==> src/rtl/core/recycling_random_ring_assert.svh <==
// Assertion macros used by the recycling random ring RTL.
`ifndef RECYCLING_RANDOM_RING_ASSERT_SVH
`define RECYCLING_RANDOM_RING_ASSERT_SVH

// Checks that the consequent holds in the same cycle as the antecedent.
`define RRR_ASSERT_SAME(name, clk, rst, ante, cons, msg) \
   name: assert property (@(posedge clk) disable iff (rst) (ante) |-> (cons)) \
      else $error(msg);

// Checks that the consequent holds in the cycle after the antecedent.
`define RRR_ASSERT_NEXT(name, clk, rst, ante, cons, msg) \
   name: assert property (@(posedge clk) disable iff (rst) (ante) |=> (cons)) \
      else $error(msg);

`endif

==> src/rtl/core/rrr_pkg.sv <==
// Shared widths, codes and types of the recycling random ring.
package rrr_pkg;

   localparam int ACTION_W  = 2;
   localparam int VALUE_W   = 32;
   localparam int SLOT_W    = 10;
   localparam int SIZE_W    = 11;
   localparam int STRIDE_W  = 10;
   localparam int CSR_IDX_W = 2;
   localparam int CSR_DATA_W = 11;

   // Largest ring size that the size register can express.
   localparam int SIZE_MAX = (2 ** SIZE_W) - 1;

   localparam logic [ACTION_W-1:0] ACT_LOAD    = 2'd0;
   localparam logic [ACTION_W-1:0] ACT_DRAW    = 2'd1;
   localparam logic [ACTION_W-1:0] ACT_RESTART = 2'd2;

   localparam logic [CSR_IDX_W-1:0] CSR_RING_SIZE      = 2'd0;
   localparam logic [CSR_IDX_W-1:0] CSR_REPLACE_STRIDE = 2'd1;

   localparam logic [SIZE_W-1:0]   RING_SIZE_RESET      = 11'd1024;
   localparam logic [STRIDE_W-1:0] REPLACE_STRIDE_RESET = 10'd1;

   // Status of the remainder unit as seen by the control logic.
   typedef struct packed {
      logic busy;
      logic done;
   } rrr_mod_status_type;

endpackage

==> src/rtl/core/rrr_mod.sv <==
// Iterative shift-and-subtract remainder unit, one quotient bit per cycle.
module rrr_mod #(
   parameter int SUM_W = 11,
   parameter int NW    = 11
) (
   input  logic                        clock,
   input  logic                        reset,
   input  logic                        start,
   input  logic [SUM_W-1:0]            dividend,
   input  logic [NW-1:0]               modulus,
   output rrr_pkg::rrr_mod_status_type status,
   output logic [SUM_W-1:0]            remainder
);

   import rrr_pkg::*;

   localparam int STEP_W = (SUM_W > 1) ? $clog2(SUM_W) : 1;
   localparam int WIDE_W = SUM_W + NW;

   logic [SUM_W-1:0]  rem_ff, rem_in;
   logic [NW-1:0]     mod_ff, mod_in;
   logic [STEP_W-1:0] step_ff, step_in;
   logic              busy_ff, busy_in;
   logic              done_ff, done_in;

   logic [WIDE_W-1:0] shifted;
   logic [WIDE_W-1:0] rem_wide;
   logic [WIDE_W-1:0] diff;
   logic              take;

   always_comb begin
      shifted  = WIDE_W'(mod_ff) << step_ff;
      rem_wide = WIDE_W'(rem_ff);
      take     = rem_wide >= shifted;
      diff     = rem_wide - shifted;

      rem_in  = rem_ff;
      mod_in  = mod_ff;
      step_in = step_ff;
      busy_in = busy_ff;
      done_in = 1'b0;

      if (start) begin
         rem_in  = dividend;
         mod_in  = modulus;
         step_in = STEP_W'(SUM_W - 1);
         busy_in = 1'b1;
      end else if (busy_ff) begin
         // The remainder stays below the modulus shifted by the current step.
         if (take) begin
            rem_in = diff[SUM_W-1:0];
         end
         if (step_ff == '0) begin
            busy_in = 1'b0;
            done_in = 1'b1;
         end else begin
            step_in = step_ff - STEP_W'(1);
         end
      end
   end

   always_ff @(posedge clock) begin
      rem_ff  <= rem_in;
      mod_ff  <= mod_in;
      step_ff <= step_in;
      if (reset) begin
         busy_ff <= 1'b0;
         done_ff <= 1'b0;
      end else begin
         busy_ff <= busy_in;
         done_ff <= done_in;
      end
   end

   assign status.busy = busy_ff;
   assign status.done = done_ff;
   assign remainder   = rem_ff;

endmodule

==> config.mk <==
export PLATFORM = sky130hd
export DESIGN_NAME = rrr_mod
export DESIGN_NICKNAME = d
export VERILOG_FILES = /design/src/rtl/core/recycling_random_ring_assert.svh /design/src/rtl/core/rrr_pkg.sv /design/src/rtl/core/rrr_mod.sv
export SDC_FILE = /design/constraint.sdc
export NUM_CORES = 1
export LEC_CHECK = 0
export BUFFER_PORTS_ARGS = -buffer_cell sky130_fd_sc_hd__buf_2
export CELL_PAD_IN_SITES_DETAIL_PLACEMENT = 0
export CELL_PAD_IN_SITES_GLOBAL_PLACEMENT = 1
export CORE_MARGIN = 2
export CORE_UTILIZATION = 40
export CTS_CLUSTER_DIAMETER = 40
export DETAILED_ROUTE_END_ITERATION = 12
export PLACE_DENSITY = 0.82
export SLEW_MARGIN = 0
export SYNTH_ARGS = -nofsm -noshare
export SYNTH_HDL_FRONTEND = slang
export SYNTH_SLANG_ARGS = --single-unit
==> constraint.sdc <==
create_clock -name clock -period 9.5 [get_ports clock]
set_input_delay 0.95 -clock clock [delete_from_list [all_inputs] [get_ports clock]]
set_output_delay 0.95 -clock clock [all_outputs]
set_load 0.02 [all_outputs]
==> impl_metrics.tcl <==
set metrics [dict create \
    finalSetupTns_ns 0 \
    detail_route.first_pass.iterations 4 \
    largest_net_degree_at_the_start_of_global_routing 41 \
    timing.slew.headroom_pct 29.59 \
    remaining_drc_errors 0 \
    flow.area_growth_from_synthesis_pct 10.65 \
    cpLargestDelayFamily "compound AO/OA/AOI/OAI gates" \
    outcome "complete, no violations" \
    critical_path.slowest_cell "sky130_fd_sc_hd__dfxtp_1" \
    tritoncts.num_buffers 3 \
    timing_hold_violations_final 0 \
    first_pass_grt_wire_length_microns 8335 \
    number_of_global_route_vias_before_repair 1670 \
    hold-path-cell-count 1 \
    cts.repair.resized 0 \
    clk_latency_ns 0.27 \
    postCtsSetupBuffers 0 \
    synth_simple_gate_area_share_pct 20.24 \
    static-leakage-power_nw 0.9946 \
    syn-mean-instance-area_sq_um 9.301 \
    reg2reg_depth 12 \
    path_cells "mux2i_1 > mux2i_1 > nand2_1 > o21ai_0 > nand2_1 > ha_1 > a2111oi_0 > o211ai_1 > a31o_1 > a21oi_1 > o21ai_0 > a21o_1" \
    timing.critical_path.buf_inv 0 \
    net_count_synth 278 \
    routed_wl_microns 5118 \
    timing.max_cap.violations 0 \
    number_of_distinct_standard_cells_referenced_by_the_synthesized_netlist 53 \
    numPortBuffers 37 \
    dp.final_hpwl_microns 3867 \
    yosys_warnings 0 \
    required_time_of_the_critical_path_ns 9.48 \
    antenna_cells 0 \
    route.detailed.vias_per_inst 5.426 \
    fp.dieArea_sq_mm 0.006194 \
    startpoint "step_ff[1]" \
    rows 27 \
    fin_worst_skew_ns 0.006601 \
    timing.rr.start "step_ff[1]" \
    globalRouteOverflowTotal 0 \
    timing.hold.worst.class "flip-flop to flip-flop" \
    cpPeakStageDelay_ns 1.03 \
    chipHeight_microns 78.70 \
    timing.fmax_ghz 0.2439 \
    holdCritStartpoint "busy_ff" \
    clk_transition_reported_paths_ns 0.10 \
    core-area_sq_mm 0.005439 \
    synth_adder_area_share_pct 7.623 \
    cts.sink_count 28 \
    worstSetupPathDepth 12 \
    start_kind "flip-flop" \
    cts_root_buffer "sky130_fd_sc_hd__clkbuf_8" \
    critPathKind "flip-flop to flip-flop" \
    cts_tree "done" \
    post_synthesis_compound_gate_area_fraction_pct 17.21 \
    timing.final.max_slew_violations 0 \
    residual_antenna_violating_net_count_after_detailed_routing 0 \
    cts.htree.levels 1 \
    layout_worst_path_cycle_share_pct 43.16 \
    layout.core_utilization_pct 45.41 \
    cts-root-to-sink-buffers 2 \
    synth_mux_area_share_pct 10.26 \
    synth_area_sq_mm 0.002232 \
    synth-main-ff-cell "sky130_fd_sc_hd__edfxtp_1" \
    layout-drive-gt1-share_pct 18.80 \
    vias 1834 \
    worstMarginPinSlew_ns 1.055 \
    endpoint_kind "flip-flop" \
    drt_iter0_drc 146 \
    ys_seq_area_share_pct 34.98 \
    post_synth_xor_area_fraction_pct 3.139 \
    synthArstFlopShare_pct 0 \
    setup_repair_after_global_routing_missed_its_margin "no" \
    die_width_microns 78.70 \
    synth_top_area_share_pct 29.60 \
    count_of_flip_flops_with_a_built_in_enable_after_synthesis 22 \
    ys_top_cells_by_count "sky130_fd_sc_hd__nand2_1, sky130_fd_sc_hd__edfxtp_1, sky130_fd_sc_hd__nor2_1" \
    netlist_top_cells_area "sky130_fd_sc_hd__edfxtp_1, sky130_fd_sc_hd__ha_1, sky130_fd_sc_hd__dfxtp_1" \
    postSynthRegisterBits 28 \
    grt_antenna_before_repair 0 \
    wl_per_cell_microns 15.14 \
    routabilityCongestion 0.8399 \
    setup_viol 0 \
    arrival_ns 4.08 \
    initial_core_util_pct 41.04 \
    grtUsageTotal_pct 16.82 \
    power_per_cell_area_mw_per_mm2 157.8 \
    path_max_fanout 31 \
    ioPinCount 38 \
    synth_top_area_cell "sky130_fd_sc_hd__edfxtp_1" \
    finalNetCount 305 \
    number_of_standard_cells_after_synthesis 240 \
    main_combinational_cell_family_by_area_after_synthesis "simple AND/OR/NAND/NOR gates" \
    post-route-min-period_ns 4.100 \
    yosys.cell_count.top_type "sky130_fd_sc_hd__nand2_1" \
    cts-hold-fix-buffers 0 \
    largest_vdd_supply_drop_mv 0.07466 \
]
[power by group]
group | switching [mW] | internal, mW
sequential | 0.0199 | 0.147
combinational | 0.0715 | 0.0583
clock | 0.0371 | 0.0564
total | 0.128 | 0.261
[registers in the layout (all words and copies together) (netlist names)]
name       cells
mod_ff        11
remainder     11
step_ff        4
busy_ff        1
done_ff        1
[path summary, 6_finish.rpt]
path / end / slack [ns]
setup / recovery: remainder[10] / 5.40
hold / removal: done_ff / 0.56
setup reg to reg: remainder[10] / 5.40
hold reg to reg: done_ff / 0.56
[through the flow]
| step | setup WS (ns) | total power [mW] | hold slack, ns | area [sq um] | instances |
|---|---|---|---|---|---|
| floorplan | 6.117 | 0.2652 | 0.4947 | 2232 | 240 |
| global placement | 5.677 | 0.2973 | 0.5422 | 2399 | 334 |
| detailed placement | 5.497 | 0.2978 | 0.5602 | 2399 | 334 |
| CTS | 5.471 | 0.3933 | 0.5785 | 2470 | 338 |
| global route | 4.996 | 0.4164 | 0.5953 | 2470 | 338 |
| finish | 5.400 | 0.3897 | 0.5616 | 2470 | 338 |
[layout by cell type (no fill, tap or decap), drive strengths merged, types with 6 or more instances in the layout]
master | synthesis | layout
nor2 | 18 | 18
buf | 6 | 37
dfxtp | 6 | 6
a21oi | 14 | 14
edfxtp | 22 | 22
nor3b | 6 | 6
mux2i | 12 | 12
o21ai | 19 | 19
xnor2 | 7 | 7
nand2 | 28 | 28
ha | 12 | 12
nor3 | 7 | 7
inv | 10 | 10
[final cells by class]
cell class,count,area [sq um]
clock buffer,3,41.29
inverter,10,37.54
sequential,28,780.7
timing repair buffer,37,185.2
fill,544,2969
multi-input combinational,187,1305
clock inverter,1,30.03
tap,72,90.09
[cells by family (layout without fill, tap and decap cells)]
logic type               after synthesis  in the layout
AO/OA/AOI/OAI                         61             61
buffers and inverters                 25             51
flip-flops                            28             28
adder cells (fa/ha/maj)               13             13
multiplexers                          19             19
XOR/XNOR                               8              8
AND/OR/NAND/NOR                       86             86
[layer usage]
metal	vias up	wire, microns	GRT usage, %	share of wire (%)
met3	4	152	2.159	3.0
li1	946	-	-	-
met5	-	0	0	0
met1	849	2553	24.95	50
met2	35	2348	25.98	46
met4	0	63	4.211	1.2
Power figures use the tool's default switching activity.
